$ cat config.mk
export PLATFORM = sky130hd
export DESIGN_NAME = esst_update
export DESIGN_NICKNAME = d
export VERILOG_FILES = /design/src/rtl/core/esst_pkg.sv /design/src/rtl/core/esst_update.sv
export SDC_FILE = /design/constraint.sdc
export NUM_CORES = 1
export LEC_CHECK = 0
export BUFFER_PORTS_ARGS = -buffer_cell sky130_fd_sc_hd__buf_2
export CAP_MARGIN = 10
export CELL_PAD_IN_SITES_DETAIL_PLACEMENT = 1
export CELL_PAD_IN_SITES_GLOBAL_PLACEMENT = 1
export CORE_AREA = 4 4 234 236
export DETAILED_ROUTE_END_ITERATION = 6
export DIE_AREA = 0 0 238 240
export GPL_ROUTABILITY_DRIVEN = 1
export PLACE_DENSITY = 0.59
export SLEW_MARGIN = 20
export SYNTH_ARGS = -nofsm -noshare
export SYNTH_HDL_FRONTEND = slang
export SYNTH_SLANG_ARGS = --single-unit
$ cat constraint.sdc
create_clock -name vclk -period 8.27
set_clock_uncertainty 0.15 [all_clocks]
set_input_delay 0.827 -clock vclk [all_inputs]
set_output_delay 0.827 -clock vclk [all_outputs]
set_load 0.01 [all_outputs]
$ cat src/rtl/core/esst_pkg.sv
package esst_pkg;

   localparam int KEY_W  = 193;
   localparam int CNT_W  = 224;
   localparam int SEQ_W  = 32;

   // bucket count; the bucket index is a bit slice of the hash, so a power of two
   localparam int BUCKETS = 256;

   typedef enum logic [1:0] {
      ST_FOUND    = 2'd0,
      ST_INSERTED = 2'd1,
      ST_FULL     = 2'd2
   } status_type;

   typedef enum logic [1:0] {
      VD_GOOD = 2'd0,
      VD_FWD  = 2'd1,
      VD_BACK = 2'd2,
      VD_NONE = 2'd3
   } verdict_type;

   typedef enum logic [2:0] {
      S_IDLE,
      S_HEAD,
      S_WALK,
      S_CMP,
      S_UPD,
      S_OUT
   } state_type;

   localparam logic [0:0] CSR_MAX_ENTRIES = 1'b0;
   localparam logic [0:0] CSR_DISABLE     = 1'b1;

   // key: {is_v6, addr_high, addr_low, ident_two, ident_one}
   typedef struct packed {
      logic        is_v6;
      logic [63:0] addr_high;
      logic [63:0] addr_low;
      logic [63:0] ident;
   } key_type;

   // counters stored per entry
   typedef struct packed {
      logic [63:0] packets;
      logic [63:0] bytes;
      logic [31:0] good;
      logic [31:0] fwd;
      logic [31:0] back;
   } cnt_type;

   typedef struct packed {
      logic [1:0]  status;
      logic [7:0]  entry_index;
      logic [1:0]  verdict;
      logic [31:0] expected_seq;
      cnt_type     cnt;
   } rsp_type;

endpackage

$ cat src/rtl/core/esst_update.sv
// Counter update and sequence classification for one entry.
module esst_update (
   input  logic                 disable_checks,
   input  esst_pkg::cnt_type    cnt_old,
   input  logic [31:0]          seq_old,
   input  logic [31:0]          seq_number,
   input  logic [31:0]          seq_increment,
   input  logic [31:0]          byte_count,
   output esst_pkg::cnt_type    cnt_new,
   output logic [31:0]          expect_seq,
   output esst_pkg::verdict_type verdict
);
   always_comb begin
      expect_seq = seq_old + seq_increment;
      cnt_new = cnt_old;
      cnt_new.packets = cnt_old.packets + 64'd1;
      cnt_new.bytes = cnt_old.bytes + {32'd0, byte_count};
      if (seq_old == '0 || disable_checks || seq_number == expect_seq) begin
         cnt_new.good = cnt_old.good + 32'd1;
         verdict = esst_pkg::VD_GOOD;
      end else if (seq_number > expect_seq) begin
         cnt_new.fwd = cnt_old.fwd + 32'd1;
         verdict = esst_pkg::VD_FWD;
      end else begin
         cnt_new.back = cnt_old.back + 32'd1;
         verdict = esst_pkg::VD_BACK;
      end
   end
endmodule

==> metrics <==
status completed; Fill cells approximately 6.7k; Synth Net Count 1660; Final Cell Area roughly 0.012 mm2; period utilisation layout 0.903; routed via count 11.7k; slew margin rel. 0.383; Critical Path AT ~6.5 ns; floorplan die width 238 um; vias per cell about 4.7; f_max roughly 130 MHz; DR pass1 iterations 5; Nets between 2k and 2.5k; Routed Antenna Nets 0; Starting DRT DRC Count approximately 550; Remaining DRCs 0; met2 Usage GRT 0.295; max-cap violations 0; Pleak about 5.8 nW; Syn Area/Cell approximately 6.8 um2; final slew viol count 0; transition time of the tightest slew-check pin 0.918 ns; cts hold-fix bufs 0; Power Density around 75 mW/mm2; antenna violations before repair 17; M1 GR Usage 0.222; layer with the highest usage met2; DIE HEIGHT ~240 um; share of cells above drive strength 1 0.354; DRT Wirelength around 54000 um; first-pass GRT wire length 76200 um; Seq cells 0; largest family of logic cells by synthesized area simple AND/OR/NAND/NOR gates; multiplexer share of the synthesized area 0.00904; Hold Startpoint cnt_old[31]; Die ar. roughly 0.057 mm2; Overflow after GRT 0; post-synthesis simple-gate area fraction 0.348; DP Area roughly 0.012 mm2; area grow syn2layout 47.5%; unrepaired setup endpoints after global routing no; vias in the first global route 12.1k; M3 GR Usage 0.0303; row count 84; placed wire-length estimate roughly 49000 um; register area share after synthesis 0; core area roughly 0.052 mm2; Compound-Gate Fraction of Synth Area 0.179; post-cts sizing count 0; largest net degree at the start of global routing 32; Post-Synth XOR/XNOR Area 0.266; Tmin final 7.47 ns; num ports 611; postcts setup bufs 0; port buffer count slightly above 600; Setup TNS 0 ns; critical path endpoint category primary output; Initial Util 0.156; register area 0 um2; Cell Area, Synth just over 0.008 mm2; clock buffers 0; maximum fanout along the worst path 7; maximum vdd drop roughly 34 uV; Post-Synth Adder-Cell Area 0.157; setup violators final 0; GPL Wtd Cong roughly 0.9; Synth Instances roughly 1.2k; Synth cell types 61; critical path required time between 7 and 8 ns; multi-input combinational cell area ~0.008 mm2; Critical Path Start seq_old[0]; Ys Warns 0; Worst Setup Start Kind input pin; final hold vios 0; Tot Pwr a little over 900 uW; Layout Utilization 0.230; worst setup path class input pin to primary output; worst min-delay path class input pin to primary output; routed len/inst around 22 um; GRT Util Overall 0.170
==> layer usage <==
layer	wire, um	vias up
met3	3670	62
met4	1360	10
met5	69	-
li1	-	5600
met1	23300	5591
met2	25400	484
==> cells by family (layout without fill, tap and decap cells) <==
family          count (synthesis)  after routing
simple gates                  543            543
xor+xnor                      248            248
other cells                     0             11
mux                             7              7
buf+inv                        86            672
fa+ha+maj                     101            101
compound gates                221            221
==> critical path: stages <==
cell,delay (ns)
buf_2,0.10
ha_1,0.17
inv_1,0.06
fa_1,0.41
nor2b_1,0.19
o31ai_1,0.14
a211oi_2,0.28
o2111ai_1,0.22
a31oi_2,0.34
a21oi_1,0.21
o21ai_1,0.37
a311oi_1,0.17
ha_1,0.30
nand4_1,0.14
nor4_2,0.85
a31oi_2,0.37
nor3b_1,0.53
and2_1,0.29
nand3_1,0.12
xnor2_1,0.19
buf_2,0.19
==> path summary, 6_finish.rpt <==
check / cells after the start / to
hold / removal: 3 / cnt_new[31]
setup / recovery: 21 / cnt_new[91]
==> cell type report <==
class / count / share of cell area
antenna: 11 / 0.00229
inverter: 59 / 0.0184
tap: 688 / 0.0715
timing repair buffer: 613 / 0.255
multi-input combinational: 1120 / 0.653
==> through the flow <==
stage,worst slack [ns],hold WS [ns],instances
finish,0.803,1.78,2491
global route,0.285,1.79,2487
CTS,0.822,1.78,2480
detailed placement,0.866,1.78,2480
global placement,1.01,1.77,2480
floorplan,2.37,1.55,1206
==> synthesized netlist by cell type (15+ instances only) <==
library cell  count  area share
xnor2_1         145        0.16
inv_1            59       0.027
nand4_1          64       0.049
nor2_1           84       0.039
ha_1             99        0.15
o21ai_0          33       0.020
a21o_1           39       0.036
nor4_1           43       0.033
nand2_1         116       0.053
a21oi_1          68       0.042
nand2b_1         15       0.011
nand3_1          88       0.054
and3_1           39       0.030
and4_1           17       0.018
nor3_1           29       0.018
xor2_1          103        0.11
clkbuf_1         22       0.010
==> cells in the final DEF, fill, tap and decap left out, types with 29 or more instances in the layout <==
cell / instances
nor3_1: 29
a21oi_1: 67
xnor2_1: 145
ha_1: 99
xor2_1: 103
nor2_1: 84
buf_2: 611
and3_1: 39
nand3_1: 88
inv_1: 59
o21ai_0: 33
nand4_1: 64
nand2_1: 116
nor4_1: 43
a21o_1: 39
==> where the power goes <==
| part | switching [mW] | leakage, nW | total [mW] | internal, mW |
|---|---|---|---|---|
| registers | 0 | 0 | 0 | 0 |
| clock network | 0 | 0.0000697 | 0.000000180 | 0.000000180 |
| logic | 0.548 | 5.84 | 0.909 | 0.361 |
| total | 0.548 | 5.84 | 0.909 | 0.361 |
Power figures use the tool's default switching activity.
