## config.mk

```make
export PLATFORM = sky130hd
export DESIGN_NAME = esst_ram
export DESIGN_NICKNAME = d
export VERILOG_FILES = /design/src/rtl/core/esst_ram.sv
export SDC_FILE = /design/constraint.sdc
export NUM_CORES = 1
export LEC_CHECK = 0
export BUFFER_PORTS_ARGS = -buffer_cell sky130_fd_sc_hd__buf_2
export CORE_ASPECT_RATIO = 1.5
export CORE_MARGIN = 8
export CORE_UTILIZATION = 52
export DETAILED_ROUTE_END_ITERATION = 10
export GPL_TIMING_DRIVEN = 0
export PLACE_DENSITY = 0.7
export SLEW_MARGIN = 20
export SYNTH_ARGS = -nofsm -noshare
export SYNTH_HDL_FRONTEND = slang
export SYNTH_SLANG_ARGS = --single-unit
```

## constraint.sdc

```tcl
create_clock -name clock -period 5.44 [get_ports clock]
set_input_delay 0.816 -clock clock [delete_from_list [all_inputs] [get_ports clock]]
set_output_delay 0.816 -clock clock [all_outputs]
set_load 0.02 [all_outputs]
```

## src/rtl/core/esst_ram.sv

```systemverilog
module esst_ram #(
   parameter int WIDTH = 8,
   parameter int DEPTH = 16
) (
   input  logic                     clock,
   input  logic                     wr_en,
   input  logic [$clog2(DEPTH)-1:0] wr_addr,
   input  logic [WIDTH-1:0]         wr_data,
   input  logic [$clog2(DEPTH)-1:0] rd_addr,
   output logic [WIDTH-1:0]         rd_data
);
   logic [WIDTH-1:0] mem [DEPTH];

   always_ff @(posedge clock) begin
      if (wr_en) mem[wr_addr] <= wr_data;
      rd_data <= mem[rd_addr];
   end
endmodule

```

==> results of run 1 <==
report_power, final:
group	switching [mW]	leakage, nW	internal [mW]	total, mW
sequential	0.00533	1.22	1.17	1.18
clock	0.389	0.297	0.752	1.14
combinational	0.0734	0.520	0.0468	0.120
cells in the mapped netlist (all sizes together):
master	instances	area [um2]
a22oi	16	120
and2	1	6.26
and2b	1	7.51
buf	7	56.3
clkdlybuf4s25	3	30.0
dfxtp	8	160
edfxtp	128	3840
mux4	32	773
nand2	9	33.8
nand2b	2	12.5
nand3	1	5.00
nand3b	2	15.0
nor2	13	48.8
nor2b	1	6.26
nor3	4	20.0
or3b	1	8.76
metrics by stage:
stage | setup slack, ns | area, um2 | total power [mW] | utilization (%)
3_3_place_gp | 2.61 | 5410 | 1.31 | 56.2
3_5_place_dp | 2.92 | 5430 | 1.32 | 56.4
6_report | 3.37 | 6030 | 2.44 | 62.6
2_1_floorplan | 3.13 | 5150 | 1.27 | -
5_1_grt | 3.30 | 6030 | 2.51 | 62.6
4_1_cts | 3.35 | 6030 | 2.45 | 62.6
worst reg2reg max path, stage by stage, from the launching register on:
cell and delay (ns):
edfxtp_1 0.36, mux4_1 0.58, a22oi_1 0.32, nand2_1 0.10
logic make-up after synthesis:
logic type	after synthesis	synth area share, %
AO/OA/AOI/OAI	16	2.33
buffers and inverters	10	1.68
flip-flops	136	77.8
AND/OR/NAND/NOR	35	3.18
multiplexers	32	15.0
per-layer routing:
metal / global-route usage (%) / routed length [um]
met1: 17.0 / 3800
met4: 10.5 / 349
met5: 0 / 0
met3: 4.04 / 572
met2: 25.6 / 5050
registers in the layout, summed over array words and instances (netlist names):
name     cells
rd_data      8
mem        128
cell type report:
type / instances / area share, %
sequential: 136 / 66.4
multi-input combinational: 83 / 17.9
clock buffer: 23 / 7.92
tap: 115 / 2.39
clock inverter: 9 / 2.03
timing repair buffer: 24 / 1.99
buffer: 10 / 1.43
worst max-delay path by stage:
stage | start | endpoint | depth (start not counted)
6_report | wr_addr[2] | mem[2][0]$_DFFE_PP_ | 3
4_1_cts | wr_addr[2] | mem[2][3]$_DFFE_PP_ | 3
5_1_grt | wr_addr[2] | mem[2][0]$_DFFE_PP_ | 3
3_5_place_dp | wr_addr[2] | mem[2][3]$_DFFE_PP_ | 3
3_3_place_gp | wr_addr[2] | mem[0][3]$_DFFE_PP_ | 3
2_1_floorplan | wr_addr[2] | mem[0][0]$_DFFE_PP_ | 2
==> qor.txt, run 1 <==
Largest net degree at the start of global routing - 17
Multi-input combinational cell area - 1080 um2
GR Overflow Total - 0
Most common library cell in the layout ignoring fill and taps - edfxtp_1
Number of nets in the finished design - 290
Area growth from synthesis to final layout - 17.2%
Final hold viol count - 0
Arrival time of data at the critical path endpoint - 2.10 ns
Required arrival time at the worst endpoint - 5.47 ns
Sum of net half-perimeters after detailed placement - 6.23 mm
Gates resized, CTS repair - 0
Final routed wire length divided by cell count - 24.4 um
Number of hold buffers added after cts - 0
Worst slew slack as a fraction of its limit - 43.7%
TritonCTS clock tree - yes
Reg clk slew, reported paths - 0.06 ns
Boundary pin count - 26
Total wirelength of the detailed-routed design - 9.77 mm
Hold-critical path depth - 3
Cell-by-cell listing of the critical path - buf_2, or3b_2, nor2_1
Leading cell types in the layout, fill and taps excluded - 128 x edfxtp_1, 27 x buf_2, 18 x mux4_2
Worst Hold Endpoint - rd_data[2]$_DFF_P_
Part of the Yosys area used for sequential elements - 77.8%
Vias in the first global route - 2520
Post-route minimum period - 2.07 ns
Initial antenna violation count - 0
Max-Cap Viols - 0
Critical Path Source Type - primary input
Total number of yosys warnings - 0
Critical path's largest stage delay - 0.65 ns
Startpoint of the lowest-slack hold path - mem[15][2]$_DFFE_PP_
Fraction of final layout cells with drive strength greater than 1 - 30.2%
Synthesis-stage register bit count - 136
Cell Rows - 44
Remaining routing DRC violations - 0
Worst Max-Slew Pin Slew - 0.841 ns
Iteration-0 DRC count of the detailed router - 227
Final Non-Filler Cells - 400
Postcts setup bufs - 0
Highest clock frequency the design can meet - 483 MHz
Buf+Inv Stages, Crit Path - 1
Clock tree skew after final layout - 0.00540 ns
Floorplan die width - 97.2 um
Max FO, Critical Path - 8
Number of fillers in the final layout - 654
Maximum count of clock buffers along a single path - 2
Critical-path top delay cell - nor2_1
Final setup viols - 0
Kind of cell with the highest combined delay on the critical path - simple AND/OR/NAND/NOR gates
Worst setup path class - primary input to register
Antenna Nets Post-Route - 0
Minimum setup slack among reg-to-reg paths - 3.96 ns
Unrepaired setup endpoints after global routing - no
Root Buffer Master - clkbuf_16
Number of clock sinks seen by CTS - 136
Reg2reg path depth - 3
Count of unique library cells instantiated by Yosys - 19
Weighted congestion at the end of routability-driven global placement - 0.822
Vias - 2420
Type of element capturing the critical path - register
Area taken by flip-flops and latches - 4000 um2
Overall fraction of global-route tracks in use - 15.3%
Area of the core region - 9630 um2
Power density over cell area - 404 nW/um2
Number of standard cells after synthesis - 229
Pins over their slew limit - 0
Wire length of the first global-routing pass - 14.4 mm
Chip Height - 138 um
Worst r2r dst - rd_data[3]$_DFF_P_
Initial core utilization - 53.4%
Area of the mapped netlist - 5150 um2
Cell count after placement - 368
Sum of negative setup slack - 0 ns
Port Buf Inserts - 24
Class of the tightest hold or removal check - register to register
Number of H-tree branching levels - 4
Post-Synthesis Mean Instance Area - 22.5 um2
Post-Synthesis Net Count - 247
Tcrit/Tclk final - 38.0%
Clock insertion delay at the later pin of the skew report - 0.41 ns
Drt via density - 6.05
Critical R2R Launch - mem[0][3]$_DFFE_PP_
Leakage power summed over all cells - 2.04 nW
Run status - complete, no violations
Worst voltage drop across the vdd grid - 0.273 mV
Cts bufs inserted - 17
Worst hold margin - 0.692 ns
Number of iterations in the first detailed-routing pass - 4
Inserted Diodes - 0
Die area - 13400 um2
No activity file was read; power rests on OpenSTA's default activity.
==> run 2, diff against run 1 <==
- PLACE_DENSITY: 0.7 -> 0.73
- clock period: 5.44 -> 1.69 ns (I/O delays scaled with it)
==> qor.txt, run 2 (synthesis gave the netlist of run 1 again) <==
Cts bufs inserted - 17
Vias in the first global route - 2550
Clock tree skew after final layout - 0.00383 ns
Total wirelength of the detailed-routed design - 9.93 mm
Part of the power in combinational logic - 5.2%
Number of fillers in the final layout - 651
Number of clock sinks seen by CTS - 136
Top reg by flops - mem
Number of iterations in the first detailed-routing pass - 4
Type of element capturing the critical path - register
Chip Height - 138 um
DP Area - 5430 um2
Remaining routing DRC violations - 0
Critical-path top delay cell - nor2_1
Port Buf Inserts - 24
Sum of net half-perimeters after detailed placement - 6.27 mm
Overall fraction of global-route tracks in use - 15.6%
Cell-by-cell listing of the critical path - buf_2, or3b_2, nor2_1
Gates resized, CTS repair - 0
Weighted congestion at the end of routability-driven global placement - 0.861
Inserted Diodes - 0
Power density over cell area - 1240 nW/um2
Tcrit/Tclk final - 87.2%
Largest regs - mem (128), rd_data (8)
Highest clock frequency the design can meet - 679 MHz
Most common library cell in the layout ignoring fill and taps - edfxtp_1
Clock insertion delay at the later pin of the skew report - 0.41 ns
Unrepaired setup endpoints after global routing - no
Area of the core region - 9630 um2
Class of the tightest hold or removal check - primary input to register
Switching power as a share of total power - 19.8%
Critical Path Source Type - primary input
Largest net degree at the start of global routing - 17
Run status - complete, no violations
Clock share of power - 43.6%
Max FO, Critical Path - 8
Design internal power - 5.94 mW
Wire length of the first global-routing pass - 14.6 mm
Initial antenna violation count - 0
Leading cell types in the layout, fill and taps excluded - 128 x edfxtp_1, 27 x buf_2, 18 x mux4_2
Sum of negative setup slack - 0 ns
Required arrival time at the worst endpoint - 1.73 ns
Postcts setup bufs - 0
Worst slew slack as a fraction of its limit - 42.2%
Antenna Nets Post-Route - 0
Initial core utilization - 53.4%
Number of hold buffers added after cts - 0
Overall Power - 7.41 mW
Drt via density - 6.10
Iteration-0 DRC count of the detailed router - 167
Max reg flops - 128
Arrival time of data at the critical path endpoint - 1.51 ns
Number of nets in the finished design - 290
Boundary pin count - 26
Floorplan die width - 97.2 um
Vias - 2438
Summed area of non-filler cells in the final layout - 5960 um2
Area growth from synthesis to final layout - 15.8%
Post-route minimum period - 1.47 ns
Worst setup path class - primary input to register
Critical path's largest stage delay - 0.62 ns
Reg clk slew, reported paths - 0.05 ns
Sw Pwr - 1.47 mW
Number of H-tree branching levels - 4
Final Util - 61.8%
Maximum count of clock buffers along a single path - 2
TritonCTS clock tree - yes
Final setup viols - 0
Max-Cap Viols - 0
Die area - 13400 um2
Root Buffer Master - clkbuf_16
Worst voltage drop across the vdd grid - 0.916 mV
Pins over their slew limit - 0
Flop pwr share - 51.2%
Final hold viol count - 0
Worst hold margin - 0.239 ns
Fraction of final layout cells with drive strength greater than 1 - 28.8%
Cell Rows - 44
GR Overflow Total - 0
Final routed wire length divided by cell count - 24.8 um
Leakage power summed over all cells - 2.01 nW
Worst Max-Slew Pin Slew - 0.864 ns
run 2: cell types whose count changed in the layout (fill, tap and decap cells not counted):
cell	change
bufinv_16	-3
clkbuf_8	+1
clkbuf_1	+4
clkinvlp_4	-1
clkinv_2	-1
run 2: final cells by class:
| class | instances | area (um2) | share of cell area [%] |
|---|---|---|---|
| clock buffers | 28 | 507 | 8.50 |
| repair buffers | 24 | 120 | 2.02 |
| multi-input cells | 83 | 1080 | 18.1 |
| well taps | 115 | 144 | 2.41 |
| flip-flops and latches | 136 | 4000 | 67.2 |
| clock inverters | 4 | 20.0 | 0.336 |
| plain buffers | 10 | 86.3 | 1.45 |
run 2: final timing paths:
check	cells past startpoint	from	slack, ns	to
worst min-delay path	1	wr_data[0]	0.24	mem[1][0]$_DFFE_PP_
worst max-delay path	3	wr_addr[2]	0.22	mem[3][3]$_DFFE_PP_
worst max register to register	3	mem[1][3]$_DFFE_PP_	0.24	rd_data[3]$_DFF_P_
worst min register to register	3	mem[14][1]$_DFFE_PP_	0.70	rd_data[1]$_DFF_P_
run 2: per-layer routing:
layer | part of all wire [%] | global-route usage, %
met2 | 53 | 26.9
met5 | 0 | 0
met1 | 39 | 16.5
met4 | 3.4 | 9.47
met3 | 5.2 | 5.04
run 2: worst max-delay path: cells and delay by family:
kind / cells / cell delay (ns)
buf+inv: 1 / 0.11
simple gates: 2 / 1.14
run 2: through the flow:
stage	instances	setup slack [ns]
3_5_place_dp	368	-0.256
2_1_floorplan	229	0.170
6_report	400	0.217
4_1_cts	400	0.180
5_1_grt	400	0.140
3_3_place_gp	368	-0.361
run 2: power by group through the flow:
stage / registers (mW) / clock network (mW) / logic [mW]
2_1_floorplan: 3.88 / 0 / 0.192
3_3_place_gp: 3.85 / 0 / 0.375
3_5_place_dp: 3.86 / 0 / 0.386
4_1_cts: 3.79 / 3.28 / 0.391
5_1_grt: 3.80 / 3.42 / 0.412
6_report: 3.79 / 3.23 / 0.387
